===== config.mk =====
export PLATFORM = sky130hd
export DESIGN_NAME = checksummed_spi_register_master
export DESIGN_NICKNAME = d
export VERILOG_FILES = /design/src/design/cssm_pkg.sv /design/src/design/cssm_core.sv /design/src/design/cssm_outbuf.sv /design/src/design/checksummed_spi_register_master.sv
export SDC_FILE = /design/constraint.sdc
export NUM_CORES = 1
export LEC_CHECK = 0
export BUFFER_PORTS_ARGS = -buffer_cell sky130_fd_sc_hd__clkbuf_2
export CORE_MARGIN = 4
export CORE_UTILIZATION = 35
export CTS_BUF_LIST = sky130_fd_sc_hd__clkbuf_8
export CTS_CLUSTER_DIAMETER = 80
export DETAILED_ROUTE_END_ITERATION = 7
export REMOVE_ABC_BUFFERS = 1
export SLEW_MARGIN = 10
export SYNTH_ARGS = -nofsm -noshare
export SYNTH_HDL_FRONTEND = slang
export SYNTH_SLANG_ARGS = --single-unit
export TNS_END_PERCENT = 5

===== constraint.sdc =====
create_clock -name clk -period 9.7 [get_ports clk]
set_input_delay 2.91 -clock clk [delete_from_list [all_inputs] [get_ports clk]]
set_output_delay 2.91 -clock clk [all_outputs]
set_load 0.01 [all_outputs]

===== src/design/cssm_pkg.sv =====
// shared types, codes and frame byte lookup for the checksummed spi register master
package cssm_pkg;

  localparam logic [1:0] OP_TICK  = 2'd0;

  localparam logic [1:0] KIND_IDLE  = 2'd0;
  localparam logic [1:0] KIND_READ  = 2'd1;
  localparam logic [1:0] KIND_WRITE = 2'd2;
  localparam logic [1:0] KIND_RESET = 2'd3;

  localparam logic [7:0] HDR_READ  = 8'h55;
  localparam logic [7:0] HDR_WRITE = 8'hA5;
  localparam logic [7:0] FILL_BYTE = 8'hFF;

  localparam logic [2:0] LAST_BYTE = 3'd5;
  localparam logic [2:0] MSB_BIT   = 3'd7;

  localparam logic [15:0] HPT_RESET = 16'd600;

  typedef struct packed {
    logic [1:0]  opcode;
    logic [7:0]  reg_address;
    logic [23:0] write_data;
    logic        sdo_in;
  } cssm_item_t;

  typedef struct packed {
    logic        sclk_out;
    logic        sdi_out;
    logic        busy_res;
    logic        frame_done;
    logic [23:0] read_data;
    logic        checksum_ok;
  } cssm_res_t;

  function automatic logic [7:0] frame_byte(
    input logic [1:0]  kind,
    input logic [2:0]  idx,
    input logic [7:0]  addr,
    input logic [23:0] wdata,
    input logic [7:0]  sum
  );
    logic [7:0] b;
    b = FILL_BYTE;
    unique case (kind)
      KIND_READ: begin
        if (idx == 3'd0) b = HDR_READ;
        else if (idx == 3'd1) b = addr;
      end
      KIND_WRITE: begin
        unique case (idx)
          3'd0:    b = HDR_WRITE;
          3'd1:    b = addr;
          3'd2:    b = wdata[23:16];
          3'd3:    b = wdata[15:8];
          3'd4:    b = wdata[7:0];
          3'd5:    b = ~sum;
          default: b = FILL_BYTE;
        endcase
      end
      default: b = FILL_BYTE;
    endcase
    return b;
  endfunction

endpackage


===== src/design/cssm_core.sv =====
// frame sequencer: bit timer, shift registers, checksum and read capture
module cssm_core import cssm_pkg::*; #(
  parameter int DIV_BITS = 16
) (
  input  logic       clk,
  input  logic       rst,
  input  logic       step,
  input  cssm_item_t item,
  input  logic [15:0] half_period_ticks,
  output cssm_res_t  res
);

  localparam int LW = 33;

  logic [DIV_BITS-1:0] tick_count, tick_count_next;
  logic [2:0]  bit_index, bit_index_next;
  logic [2:0]  byte_index, byte_index_next;
  logic [1:0]  frame_kind, frame_kind_next;
  logic        clock_phase_high, clock_phase_high_next;
  logic [7:0]  shift_out, shift_out_next;
  logic [7:0]  shift_in, shift_in_next;
  logic [7:0]  latched_address, latched_address_next;
  logic [23:0] latched_write_data, latched_write_data_next;
  logic [23:0] captured_data, captured_data_next;
  logic [7:0]  running_sum, running_sum_next;
  logic        check_result, check_result_next;

  logic [LW-1:0] lim, tick_inc, cap;
  logic          done;
  logic          busy;

  always_comb begin
    cap = LW'(1) << DIV_BITS;
    lim = LW'(half_period_ticks);
    if (lim == '0) lim = LW'(1);
    if (lim > cap) lim = cap;
    tick_inc = LW'(tick_count) + LW'(1);
  end

  always_comb begin
    tick_count_next         = tick_count;
    bit_index_next          = bit_index;
    byte_index_next         = byte_index;
    frame_kind_next         = frame_kind;
    clock_phase_high_next   = clock_phase_high;
    shift_out_next          = shift_out;
    shift_in_next           = shift_in;
    latched_address_next    = latched_address;
    latched_write_data_next = latched_write_data;
    captured_data_next      = captured_data;
    running_sum_next        = running_sum;
    check_result_next       = check_result;
    done                    = 1'b0;

    if (frame_kind == KIND_IDLE) begin
      if (item.opcode != OP_TICK) begin
        frame_kind_next         = item.opcode;
        latched_address_next    = item.reg_address;
        latched_write_data_next = item.write_data;
        byte_index_next         = 3'd0;
        bit_index_next          = MSB_BIT;
        clock_phase_high_next   = 1'b1;
        tick_count_next         = '0;
        shift_in_next           = 8'd0;
        if (item.opcode == KIND_READ) begin
          running_sum_next = HDR_READ + item.reg_address;
        end else if (item.opcode == KIND_WRITE) begin
          running_sum_next = HDR_WRITE + item.reg_address + item.write_data[23:16]
                           + item.write_data[15:8] + item.write_data[7:0];
        end else begin
          running_sum_next = 8'd0;
        end
        shift_out_next = frame_byte(item.opcode, 3'd0, item.reg_address,
                                    item.write_data, running_sum_next);
      end
    end else if (tick_inc < lim) begin
      tick_count_next = DIV_BITS'(tick_inc);
    end else begin
      tick_count_next = '0;
      if (clock_phase_high) begin
        clock_phase_high_next = 1'b0;
        if (item.sdo_in) shift_in_next = shift_in | (8'd1 << bit_index);
      end else if (bit_index != 3'd0) begin
        bit_index_next        = bit_index - 3'd1;
        clock_phase_high_next = 1'b1;
      end else begin
        // end of byte
        if (frame_kind == KIND_READ) begin
          if (byte_index >= 3'd2 && byte_index <= 3'd4) begin
            captured_data_next = {captured_data[15:0], shift_in};
            running_sum_next   = running_sum + shift_in;
          end else if (byte_index == LAST_BYTE) begin
            check_result_next = (shift_in == ~running_sum);
          end
        end
        if (byte_index >= LAST_BYTE) begin
          if (frame_kind != KIND_READ) check_result_next = 1'b1;
          frame_kind_next       = KIND_IDLE;
          clock_phase_high_next = 1'b0;
          shift_out_next        = FILL_BYTE;
          bit_index_next        = MSB_BIT;
          byte_index_next       = 3'd0;
          done                  = 1'b1;
        end else begin
          byte_index_next       = byte_index + 3'd1;
          bit_index_next        = MSB_BIT;
          clock_phase_high_next = 1'b1;
          shift_in_next         = 8'd0;
          shift_out_next        = frame_byte(frame_kind, byte_index + 3'd1,
                                             latched_address, latched_write_data,
                                             running_sum_next);
        end
      end
    end

    busy            = frame_kind_next != KIND_IDLE;
    res.sclk_out    = busy & clock_phase_high_next;
    res.sdi_out     = busy ? shift_out_next[bit_index_next] : 1'b1;
    res.busy_res    = busy;
    res.frame_done  = done;
    res.read_data   = captured_data_next;
    res.checksum_ok = check_result_next;
  end

  always_ff @(posedge clk) begin
    if (rst) begin
      tick_count         <= '0;
      bit_index          <= MSB_BIT;
      byte_index         <= 3'd0;
      frame_kind         <= KIND_IDLE;
      clock_phase_high   <= 1'b0;
      shift_out          <= FILL_BYTE;
      shift_in           <= 8'd0;
      latched_address    <= 8'd0;
      latched_write_data <= 24'd0;
      captured_data      <= 24'd0;
      running_sum        <= 8'd0;
      check_result       <= 1'b1;
    end else if (step) begin
      tick_count         <= tick_count_next;
      bit_index          <= bit_index_next;
      byte_index         <= byte_index_next;
      frame_kind         <= frame_kind_next;
      clock_phase_high   <= clock_phase_high_next;
      shift_out          <= shift_out_next;
      shift_in           <= shift_in_next;
      latched_address    <= latched_address_next;
      latched_write_data <= latched_write_data_next;
      captured_data      <= captured_data_next;
      running_sum        <= running_sum_next;
      check_result       <= check_result_next;
    end
  end

endmodule


===== src/design/cssm_outbuf.sv =====
// two-entry result buffer between the sequencer and the output stream
module cssm_outbuf import cssm_pkg::*; (
  input  logic      clk,
  input  logic      rst,
  input  logic      push,
  input  cssm_res_t push_data,
  output logic      can_take,
  output logic      out_valid,
  input  logic      out_ready,
  output cssm_res_t out_data
);

  cssm_res_t   entry [2];
  logic        wr_ptr, rd_ptr;
  logic [1:0]  count;
  logic        pop;

  assign pop       = out_valid & out_ready;
  assign out_valid = count != 2'd0;
  assign can_take  = count != 2'd2;
  assign out_data  = entry[rd_ptr];

  always_ff @(posedge clk) begin
    if (push) entry[wr_ptr] <= push_data;
  end

  always_ff @(posedge clk) begin
    if (rst) begin
      wr_ptr <= 1'b0;
      rd_ptr <= 1'b0;
      count  <= 2'd0;
    end else begin
      if (push) wr_ptr <= ~wr_ptr;
      if (pop) rd_ptr <= ~rd_ptr;
      if (push && !pop) count <= count + 2'd1;
      else if (pop && !push) count <= count - 2'd1;
    end
  end

endmodule


===== src/design/checksummed_spi_register_master.sv =====
// top level: input register, frame sequencer, result buffer and config register
// an accepted transaction is registered, then its result is buffered for m_axis
// throughput: one tick transaction per cycle while the result buffer has room
// results are held in a two-entry buffer, so input keeps flowing while one result waits
// reset: synchronous, clears the sequencer to idle, empties the buffer, period back to 600
module checksummed_spi_register_master import cssm_pkg::*; #(
  parameter int DIV_BITS = 16
) (
  input  logic        clk,
  input  logic        rst,
  input  logic        cfg_valid,
  output logic        cfg_ready,
  input  logic [15:0] cfg_data,      // half_period_ticks
  input  logic        s_axis_tvalid,
  output logic        s_axis_tready,
  input  logic [39:0] s_axis_tdata,  // reg_address[7:0], write_data[31:8], sdo_in[32]
  input  logic [1:0]  s_axis_tuser,  // opcode
  output logic        m_axis_tvalid,
  input  logic        m_axis_tready,
  output logic [31:0] m_axis_tdata,  // sclk_out, sdi_out, busy_res, read_data, checksum_ok
  output logic        m_axis_tlast   // frame_done
);

  logic [15:0] half_period_ticks;
  logic        in_valid;
  cssm_item_t  in_item;
  logic        step;
  logic        buf_can_take;
  cssm_res_t   core_res;
  cssm_res_t   out_res;

  assign cfg_ready     = 1'b1;
  assign step          = in_valid & buf_can_take;
  assign s_axis_tready = ~in_valid | step;

  always_ff @(posedge clk) begin
    if (rst) half_period_ticks <= HPT_RESET;
    else if (cfg_valid) half_period_ticks <= cfg_data;
  end

  always_ff @(posedge clk) begin
    if (rst) in_valid <= 1'b0;
    else if (s_axis_tready) in_valid <= s_axis_tvalid;
  end

  always_ff @(posedge clk) begin
    if (s_axis_tvalid && s_axis_tready) begin
      in_item.opcode      <= s_axis_tuser;
      in_item.reg_address <= s_axis_tdata[7:0];
      in_item.write_data  <= s_axis_tdata[31:8];
      in_item.sdo_in      <= s_axis_tdata[32];
    end
  end

  cssm_core #(.DIV_BITS(DIV_BITS)) u_core (
    .clk               (clk),
    .rst               (rst),
    .step              (step),
    .item              (in_item),
    .half_period_ticks (half_period_ticks),
    .res               (core_res)
  );

  cssm_outbuf u_outbuf (
    .clk       (clk),
    .rst       (rst),
    .push      (step),
    .push_data (core_res),
    .can_take  (buf_can_take),
    .out_valid (m_axis_tvalid),
    .out_ready (m_axis_tready),
    .out_data  (out_res)
  );

  assign m_axis_tdata = {4'd0, out_res.checksum_ok, out_res.read_data,
                         out_res.busy_res, out_res.sdi_out, out_res.sclk_out};
  assign m_axis_tlast = out_res.frame_done;

  a_idle_pins: assert property (@(posedge clk) disable iff (rst)
    m_axis_tvalid && !m_axis_tdata[2] |-> !m_axis_tdata[0] && m_axis_tdata[1])
    else $error("idle result drives sclk or sdi away from idle level");

  a_done_not_busy: assert property (@(posedge clk) disable iff (rst)
    m_axis_tvalid && m_axis_tlast |-> !m_axis_tdata[2])
    else $error("frame done reported while still busy");

  a_item_held: assert property (@(posedge clk) disable iff (rst)
    in_valid && !step |=> in_valid && $stable(in_item))
    else $error("stalled input item lost or changed");

  a_step_has_room: assert property (@(posedge clk) disable iff (rst)
    m_axis_tvalid && !m_axis_tready && !buf_can_take |=> m_axis_tvalid)
    else $error("full result buffer emptied without a transaction");

endmodule

# Word-level counts from Yosys, hierarchy flattened
# Memories as Yosys holds them, arrays and structs flattened. A register that Yosys moved wholly into a read port is not among the register bits.
# Cells that the tools add are included.
# Widths: inputs -> output; s select.
# totals
reg_bits,162
latchBits,0
ramBits,58
mem_bits_ro,0
in_bits,63
out_inout_bits,36
mem_count,1
# mem_list
name,words,width,read_ports,rd_clocked_by_memory_dff,wr,line_no,source
u_outbuf.entry,2,29,1,1,1,cssm_outbuf.sv:13,cssm_res_t entry [2];
# op_classes
addsub,11
n_mul,0
n_div,0
order_cmp,6
n_eq_ne,20
shifts,1
mux,88
bitwise_logic,10
n_reduce_logical,18
# op_table
cell,count
$mux 8,28
$mux 24,6
$mux 16,4
$pmux 8 s6,1
$lt 33x17->1,1
$mux 3,11
$add 8x8->8,4
$pmux 8 s2,2
$mux 1,26
$add 16x1->17 const B,1
$gt 16x17->1 const B,1
$mux 17,1
$logic_not 16->1,1
$mux 2,8
$not 8->8,2
$eq 3x3->1 const B,3
$add 7x8->8 const A,1
$add 8x8->8 const A,1
$eq 8x8->1,1
$or 8x8->8,1
$reduce_bool 2->1,4
$shl 1x3->8 const A,1
$eq 3x2->1 const B,2
$ne 2x1->1 const B,3
other kinds (27),40

# Logic depth before layout (Yosys ltp)
# Gate-level depths: netlist (run 1).
# logic_depth
depth_word,19
depth_mapped,17

# Hierarchy
# From an unflattened synthesis (run 1), not the netlist that was laid out.
# hier_totals
hier_cells,1142
area_unflattened_um2,11543.6
# modules_own_cells
module,instances,cells_each,area_each_um2,seq_area_each_um2
cssm_core,1,930,7511.0,2122.0
cssm_outbuf,1,112,2298.5,1841.8
checksummed_spi_register_master,1,100,1734.2,1391.3

# Worst setup path after synthesis (run 1)
# OpenSTA, ideal clock, no wires.
# synth_path
kind,flip-flop to output port
startpoint,reg with a tool-made name
endpoint,out m_axis_tdata[1]
arrival_time_ns,1.401
t_required_ns,6.790
setup_slack_ns,5.389
stages_incl_launch_ff,4
n_path_buf,2
cell_sequence,dfxtp_1 -> clkbuf_1 -> buf_1 -> mux2_2
# synth_lines
item,line_no,source
to (decl),checksummed_spi_register_master.sv:20,"output logic [31:0] m_axis_tdata,"

==> flow_metrics.tcl, run 1 <==
set metrics [dict create \
    end_kind "primary output" \
    antenna_cells 0 \
    timing.rr.end "u_outbuf.entry[1][27]" \
    io_pins 99 \
    ant_nets 0 \
    rsz0062_at_grt "false" \
    min_path_cells 2 \
    holdCritStartpoint "u_core.latched_write_data[16]" \
    num_vias 8382 \
    fillers 3239 \
    dp_hpwl_um 17600 \
    crit_required_ns 6.79 \
    drc_errors 0 \
    cts_tree "done" \
    vias_per_cell 4.97 \
    critical_path_class "register to primary output" \
    arrival_ns 1.78 \
    antenna_found_initial 0 \
    synth_top_cell_by_area "edfxtp_1" \
    cts.sinks 221 \
    syn_area_per_cell_um2 10.2 \
    worst_pin_slew_ns 1.16 \
    die_w_um 189 \
    critPathLaunchType "register" \
    die_h_um 189 \
    clock_latency_ns 0.54 \
    cts.htree.levels 2 \
    power_density_nw_per_um2 202 \
    final.period_utilization 0.483 \
    grt_pass1_wl_um 42500 \
    gp_congestion 0.850 \
    synth.top_cell.area_share 0.243 \
    setup_ws_ns 5.01 \
    status "completed" \
    cts-resized-gates 0 \
    grt_max_degree 76 \
    io_buffers 86 \
    min_to "u_core.latched_write_data[16]" \
    rows 66 \
    r2r-start "u_core.tick_count[2]" \
    drv_slew 0 \
    r2r_setup_slack_ns 5.26 \
    synth_enable_flop_cells 93 \
    postCtsSetupBuffers 0 \
    synth_seq_cells 221 \
    synthCells 1131 \
    grt_pass1_vias 8235 \
    cts_buffers 40 \
    cts_buffer_depth 3 \
    syn2layout_area_growth_pct 13.9 \
    leakage_nw 5.43 \
    drt_first_iter_violations 601 \
    skew_ns 0.0232 \
    grt-ovfl-total 0 \
    r2r_cells 15 \
    finalWirelength_um 25800 \
    grt_usage 0.143 \
    yosysWarnings 0 \
    drtPass1Iterations 5 \
    cap_violations 0 \
    drive_gt1_frac 0.182 \
    start_util 0.354 \
    max_freq_ghz 0.213 \
    cp_max_fo 29 \
    pre_cts_ws_ns 5.24 \
    synthMostInstantiatedCell "nand2_1" \
    setup_viol 0 \
    ir_worst_vdd_uv 110 \
    fin_crit_ns 4.69 \
    synthArstFlopShare 0 \
    root_buffer "clkbuf_8" \
    synthFlopType "dfxtp_1" \
    syn-cell-area_um2 11500 \
    fin_nets 1348 \
    slew_headroom 0.225 \
    dieArea_um2 35800 \
    cts_hold_buffers 0 \
    fin_tns_setup_ns 0 \
    wl_per_cell_um 15.3 \
    ys_top_cells_by_count "nand2_1 (135), dfxtp_1 (128), edfxtp_1 (93), a21oi_1 (85), nor2_1 (77)" \
    cts.clk_slew.worst_paths_ns 0.06 \
    ys_seq_area_frac 0.466 \
    hold_viol_final 0 \
    core_area_um2 32500 \
    yosys.cell_types.count 83 \
    synthTopCellsByArea "edfxtp_1 (24%), dfxtp_1 (22%), ha_1 (6.4%), mux2_2 (4.9%), nand2_1 (4.4%)" \
    hold_path_class "register to register" \
]
[report_power, final]
group	total [mW]	internal, mW	switching, mW
Sequential	1.14	1.08	0.0586
Clock	0.840	0.464	0.377
Combinational	0.665	0.283	0.381
[how the worst max path moves through the flow]
stage / cells after the start / endpoint / startpoint / slack, ns
after floorplan: 1 / m_axis_tdata[0] / register / 5.45
after global placement: 4 / u_core.shift_in[5] / rst / 5.27
after detailed placement: 4 / u_core.shift_in[5] / rst / 5.24
after CTS: 3 / m_axis_tdata[27] / register / 4.93
after global routing: 15 / u_outbuf.entry[0][27] / u_core.tick_count[2] / 4.89
final: 3 / m_axis_tdata[27] / register / 5.01
[sequential cells by signal (all words and copies together), names as in the netlist, named ones only]
register and flops:
half_period_ticks 16, in_item 35, in_valid 1, u_core.bit_index 3, u_core.byte_index 3, u_core.captured_data 24, u_core.check_result 1, u_core.clock_phase_high 1
u_core.frame_kind 2, u_core.latched_address 8, u_core.latched_write_data 24, u_core.running_sum 8, u_core.shift_in 8, u_core.shift_out 8, u_core.tick_count 16, u_outbuf.count 2
u_outbuf.entry 58, u_outbuf.rd_ptr 1, u_outbuf.wr_ptr 1
[stage by stage]
| stage | std cells | utilization | power [mW] | instance area [um2] | hold WS, ns |
|---|---|---|---|---|---|
| after floorplan | 1073 | - | 1.62 | 11200 | 0.430 |
| after global placement | 1612 | 0.379 | 1.81 | 12300 | 0.445 |
| after detailed placement | 1612 | 0.379 | 1.83 | 12300 | 0.451 |
| after CTS | 1686 | 0.403 | 2.69 | 13100 | 0.459 |
| after global routing | 1686 | 0.403 | 2.82 | 13100 | 0.476 |
| final | 1686 | 0.403 | 2.65 | 13100 | 0.456 |
[cell usage in the layout, fill, tap and decap left out, drive strengths merged, types with 48 or more instances in the layout]
cell type / n
clkbuf: 128
nand2: 136
edfxtp: 93
a21oi: 87
o21ai: 48
dfxtp: 128
inv: 88
mux2: 52
ha: 59
nor2: 80
[logic make-up (layout without fill, tap and decap cells)]
| logic type | after synthesis | after routing | synth area share |
|---|---|---|---|
| AO/OA/AOI/OAI | 263 | 263 | 0.159 |
| XOR/XNOR | 42 | 42 | 0.0320 |
| buffers and inverters | 128 | 238 | 0.0460 |
| multiplexers | 76 | 76 | 0.0729 |
| AND/OR/NAND/NOR | 326 | 326 | 0.134 |
| other | 2 | 5 | 0.000654 |
| adder cells (fa/ha/maj) | 73 | 73 | 0.0887 |
| flip-flops | 221 | 221 | 0.466 |
[metal layers]
metal / up-vias / global-route usage / wire [um]
met5: - / 0 / 0
met2: 217 / 0.227 / 11600
met4: 0 / 0.0398 / 518
met1: 3915 / 0.204 / 12300
li1: 4202 / - / -
met3: 48 / 0.0243 / 1360
[critical path, cell delays in order (launching register included)]
cell,delay [ns]
dfxtp_1,0.31
buf_4,0.37
mux2_2,0.42
clkbuf_2,0.14
[final cells by class]
| cell class | count | area, um2 | area share |
|---|---|---|---|
| multi-input combinational | 785 | 5620 | 0.430 |
| sequential | 221 | 5360 | 0.410 |
| clock buffer | 43 | 592 | 0.0453 |
| tap | 442 | 553 | 0.0423 |
| timing repair buffer | 97 | 513 | 0.0392 |
| inverter | 67 | 251 | 0.0192 |
| clock inverter | 31 | 190 | 0.0145 |
Power figures use the tool's default switching activity.
==> inputs of run 2 (changes only) <==
- ABC_AREA: unset -> 1
- clock period: 9.7 -> 4.3 ns (I/O delays scaled with it)
==> flow_metrics.tcl, run 2 <==
set metrics [dict create \
    status "completed" \
    worst_pin_slew_ns 0.803 \
    cts_hold_buffers 0 \
    drtPass1Iterations 5 \
    cp_max_fo 5 \
    fin_nets 1605 \
    yosys.cell_types.count 47 \
    fillers 3337 \
    syn2layout_area_growth_pct 15.2 \
    grt_usage 0.151 \
    cts.htree.levels 2 \
    power_density_nw_per_um2 505 \
    dp_hpwl_um 19400 \
    max_freq_ghz 0.260 \
    synth_top_cell_by_area "edfxtp_1" \
    fin_crit_ns 3.85 \
    post-route-util 0.409 \
    setup_viol 0 \
    hold_viol_final 0 \
    skew_ns 0.0359 \
    final_common_cell "nand2_1" \
    start_util 0.355 \
    postCtsSetupBuffers 0 \
    synthFlopType "dfxtp_1" \
    cp_slowest_cell "o21ai_0" \
    synthCells 1372 \
    end_kind "register" \
    cts_buffers 42 \
    multi_input_area_um2 5280 \
    ant_nets 0 \
    reg.largest.list "u_outbuf.entry: 58 flops, in_item: 35 flops" \
    grt_pass1_vias 9080 \
    min_path_cells 2 \
    cts.sinks 221 \
    crit_path_cell_trace "ha_1, nand3_1, nor3_1, inv_1, nor4_1, inv_1, nor2_1, inv_1, nor2_1, nor2_1, ha_1, nand2_1, inv_1, nand3_1, nor2_1, nand3_1, nand3_2, nand2_1, o21ai_0, nand3_1, nand3_1, nand3_1" \
    cts-resized-gates 0 \
    pre_cts_ws_ns 0.441 \
    rows 66 \
    drc_errors 0 \
    clock_latency_ns 0.55 \
    core_area_um2 32500 \
    finalWirelength_um 27400 \
    wl_per_cell_um 14.1 \
    regMostFlops "u_outbuf.entry" \
    synth_seq_cells 221 \
    synthTopCellsByArea "edfxtp_1 (24%), dfxtp_1 (22%), nand2_1 (7.8%), ha_1 (6.4%), inv_1 (5.7%)" \
    register_area_um2 5360 \
    vias_per_cell 4.78 \
    layout_common_cells "nand2_1 (239), inv_1 (191), nor2_1 (128), dfxtp_1 (128), a21oi_1 (126)" \
    io_pins 99 \
    syn-cell-area_um2 11600 \
    largest_reg_flops 58 \
    gp_congestion 0.895 \
    synthMostInstantiatedCell "nand2_1" \
    io_buffers 86 \
    ys_seq_area_frac 0.463 \
    drive_gt1_frac 0.151 \
    setup_ws_ns 0.447 \
    dieArea_um2 36000 \
    arrival_ns 4.13 \
    antenna_cells 0 \
    critical_path_class "register to register" \
    cts.clk_slew.worst_paths_ns 0.06 \
    die_w_um 190 \
    crit_required_ns 4.58 \
    slowest_delay_ns 0.42 \
    cts_tree "done" \
    grt_max_degree 59 \
    fin_tns_setup_ns 0 \
    rsz0062_at_grt "false" \
    r2r_cells 22 \
    yosysWarnings 0 \
    slew_headroom 0.464 \
    num_vias 9297 \
    grt-ovfl-total 0 \
    synthArstFlopShare 0 \
    synth_enable_flop_cells 93 \
    final.period_utilization 0.896 \
    drt_first_iter_violations 541 \
    syn_area_per_cell_um2 8.43 \
    crit_top_cell "nand3_1" \
    ir_worst_vdd_uv 224 \
    drv_slew 0 \
    critPathLaunchType "register" \
    root_buffer "clkbuf_8" \
    antenna_found_initial 0 \
    leakage_nw 5.89 \
    cap_violations 0 \
    cts_buffer_depth 3 \
    ys_top_cells_by_count "nand2_1 (240), inv_1 (177), nor2_1 (132), dfxtp_1 (128), a21oi_1 (126)" \
    synth.top_cell.area_share 0.241 \
    grt_pass1_wl_um 45100 \
    die_h_um 190 \
    hold_path_class "register to register" \
]
[run 2: changes by cell type after synthesis, sizes merged, moves of 20 or more]
cell and change:
nand3 +48, inv +114, o211a -20, nand2b -27, o21ai +102, mux2i -23
a21oi +39, nand2 +107, nor2 +55, mux2 -23
[run 2: worst max-delay path: cells and delay by family (launching register included)]
| kind | cells | cell delay (ns) |
|---|---|---|
| simple gates | 15 | 2.02 |
| flops | 1 | 0.39 |
| buf+inv | 4 | 0.26 |
| fa+ha+maj | 2 | 0.51 |
| compound gates | 1 | 0.42 |
[run 2: final cells by class]
class / count / share of cell area
multi-input combinational: 917 / 0.397
timing repair buffer: 104 / 0.0434
clock inverter: 30 / 0.0174
clock buffer: 46 / 0.0475
sequential: 221 / 0.402
tap: 442 / 0.0415
inverter: 183 / 0.0517
[run 2: final timing paths]
check	start	endpoint	slack, ns
max	u_core.tick_count[0]	u_outbuf.entry[1][27]	0.45
min	half_period_ticks[0]	half_period_ticks[0]	0.47
max reg2reg	u_core.tick_count[0]	u_outbuf.entry[1][27]	0.45
min reg2reg	half_period_ticks[0]	half_period_ticks[0]	0.47
[run 2: cells by family after synthesis]
kind of cell	Yosys count	synth area share
compound gates	307	0.146
simple gates	480	0.174
mux	30	0.0291
flops	221	0.463
xor+xnor	22	0.0167
other cells	2	0.000649
buf+inv	237	0.0822
fa+ha+maj	73	0.0881
[run 2: metrics by stage]
stage,cells,instance area (um2),power (mW),hold slack (ns)
floorplan,1321,11300,4.04,0.425
global route,1943,13300,7.21,0.504
global placement,1867,12500,4.62,0.447
CTS,1943,13300,6.83,0.469
finish,1943,13300,6.73,0.474
detailed placement,1867,12500,4.65,0.457
[run 2: metal layers]
layer,wire (um),global-route usage
met5,0,0
met4,662,0.0470
met3,1500,0.0250
met2,12400,0.248
met1,12800,0.204
[run 2: report_power, final]
group / switching (mW) / internal [mW]
registers: 0.163 / 2.51
logic: 1.23 / 0.707
clock network: 0.894 / 1.23
total: 2.29 / 4.44
==> inputs of run 3 (changes only) <==
- REMOVE_ABC_BUFFERS: 1 -> unset
==> flow_metrics.tcl, run 3 (synthesized netlist as in run 2, its figures left out) <==
set metrics [dict create \
    status "completed" \
    drt_first_iter_violations 688 \
    rsz0062_at_grt "false" \
    grt_pass1_vias 8689 \
    post-route-util 0.407 \
    arrival_ns 4.07 \
    cts.sinks 221 \
    drv_slew 0 \
    cp_max_fo 11 \
    fin_nets 1605 \
    regMostFlops "u_outbuf.entry" \
    gp_congestion 0.889 \
    ant_nets 0 \
    reg.largest.list "u_outbuf.entry: 58 flops, in_item: 35 flops" \
    io_pins 99 \
    r2r_cells 24 \
    dieArea_um2 36000 \
    cts_buffers 39 \
    ir_worst_vdd_uv 283 \
    setup_ws_ns 0.488 \
    rows 66 \
    r2r-start "u_core.tick_count[0]" \
    skew_ns 0.0202 \
    holdCritStartpoint "u_core.shift_out[7]" \
    setup_viol 0 \
    grt_pass1_wl_um 44400 \
    finalWirelength_um 27600 \
    critical_path_class "register to register" \
    cts.clk_slew.worst_paths_ns 0.06 \
    clock_latency_ns 0.53 \
    cap_violations 0 \
    cts_tree "done" \
    root_buffer "clkbuf_8" \
    largest_reg_flops 58 \
    die_w_um 190 \
    fin_crit_ns 3.81 \
    grt-ovfl-total 0 \
    slew_headroom 0.388 \
    crit_required_ns 4.56 \
    fin_tns_setup_ns 0 \
    min_path_cells 2 \
    leakage_nw 5.85 \
    cts.htree.levels 2 \
    timing.rr.end "u_outbuf.entry[1][27]" \
    min_to "u_core.shift_out[7]" \
    cts_buffer_depth 3 \
    dp_hpwl_um 19800 \
    drc_errors 0 \
    antenna_cells 0 \
    design_area_um2 13200 \
    power_density_nw_per_um2 488 \
    critPathLaunchType "register" \
    placed_area_um2 12500 \
    hold_viol_final 0 \
    worst_pin_slew_ns 0.917 \
    finalPower_mw 6.46 \
    start_util 0.355 \
    layout_common_cells "nand2_1 (239), inv_1 (190), nor2_1 (129)" \
    drive_gt1_frac 0.152 \
    r2r_setup_slack_ns 0.49 \
    final_common_cell "nand2_1" \
    wl_per_cell_um 14.2 \
    pre_cts_ws_ns 0.301 \
    vias_per_cell 4.79 \
    grt_usage 0.150 \
    syn2layout_area_growth_pct 14.5 \
    num_vias 9289 \
    drtPass1Iterations 6 \
    die_h_um 190 \
    io_buffers 86 \
    max_freq_ghz 0.262 \
    fillers 3359 \
    grt_max_degree 53 \
    final.period_utilization 0.887 \
    hold_path_class "register to register" \
    core_area_um2 32500 \
    antenna_found_initial 0 \
    end_kind "register" \
]
-- run 3: metrics by stage --
step                      std cells  hold WS (ns)
final                          1940         0.474
after CTS                      1940         0.476
after global routing           1940         0.495
after floorplan                1375         0.430
after detailed placement       1870         0.460
after global placement         1870         0.448
-- run 3: cell type report --
class,instances,area [um2],area share
clock inverter,26,133,0.0100
multi-input combinational,917,5290,0.400
timing repair buffer,107,613,0.0463
inverter,183,689,0.0521
clock buffer,44,606,0.0457
tap,442,553,0.0418
sequential,221,5360,0.405
-- run 3: metal layers --
metal	GRT usage	share of wire
met1	0.196	0.46
met2	0.257	0.47
met3	0.0272	0.053
met4	0.0387	0.019
met5	0	0
-- run 3: report_power, final --
group / total [mW] / switching, mW / internal [mW]
logic: 1.95 / 1.24 / 0.718
registers: 2.67 / 0.165 / 2.51
clock network: 1.84 / 0.841 / 0.995
total: 6.46 / 2.24 / 4.22
-- run 3: how the worst max path moves through the flow --
stage	end	slack [ns]	start
after CTS	u_outbuf.entry[1][27]	0.29	u_core.tick_count[0]
after global placement	u_outbuf.entry[0][27]	0.34	u_core.tick_count[0]
after floorplan	u_outbuf.entry[0][27]	0.94	u_core.tick_count[0]
after global routing	u_outbuf.entry[1][27]	0.002	u_core.tick_count[0]
after detailed placement	u_outbuf.entry[1][27]	0.30	u_core.tick_count[0]
final	u_outbuf.entry[1][27]	0.49	u_core.tick_count[0]
-- run 3: what timing repair did --
action,in CTS,in global routing
endpoints found under the setup margin,0,6
gates resized for setup,0,3
buffers inserted,0,0
hold buffers,0,0
-- run 3: worst max-delay path: stages, from the launching register on --
cell      delay, ns
dfxtp_1        0.40
ha_1           0.21
nand3_1        0.15
nor3_2         0.19
inv_1          0.07
nor4_1         0.21
inv_1          0.10
nor2_1         0.13
inv_1          0.07
nor2_1         0.08
nor2_1         0.06
ha_1           0.31
a21oi_1        0.17
o211ai_1       0.14
nor2_4         0.15
nand3_2        0.14
buf_4          0.21
nand2_1        0.12
nand2_1        0.06
nand2_1        0.15
inv_1          0.11
nand3_1        0.09
nand3_1        0.07
nand3_1        0.08
nand3_1        0.09
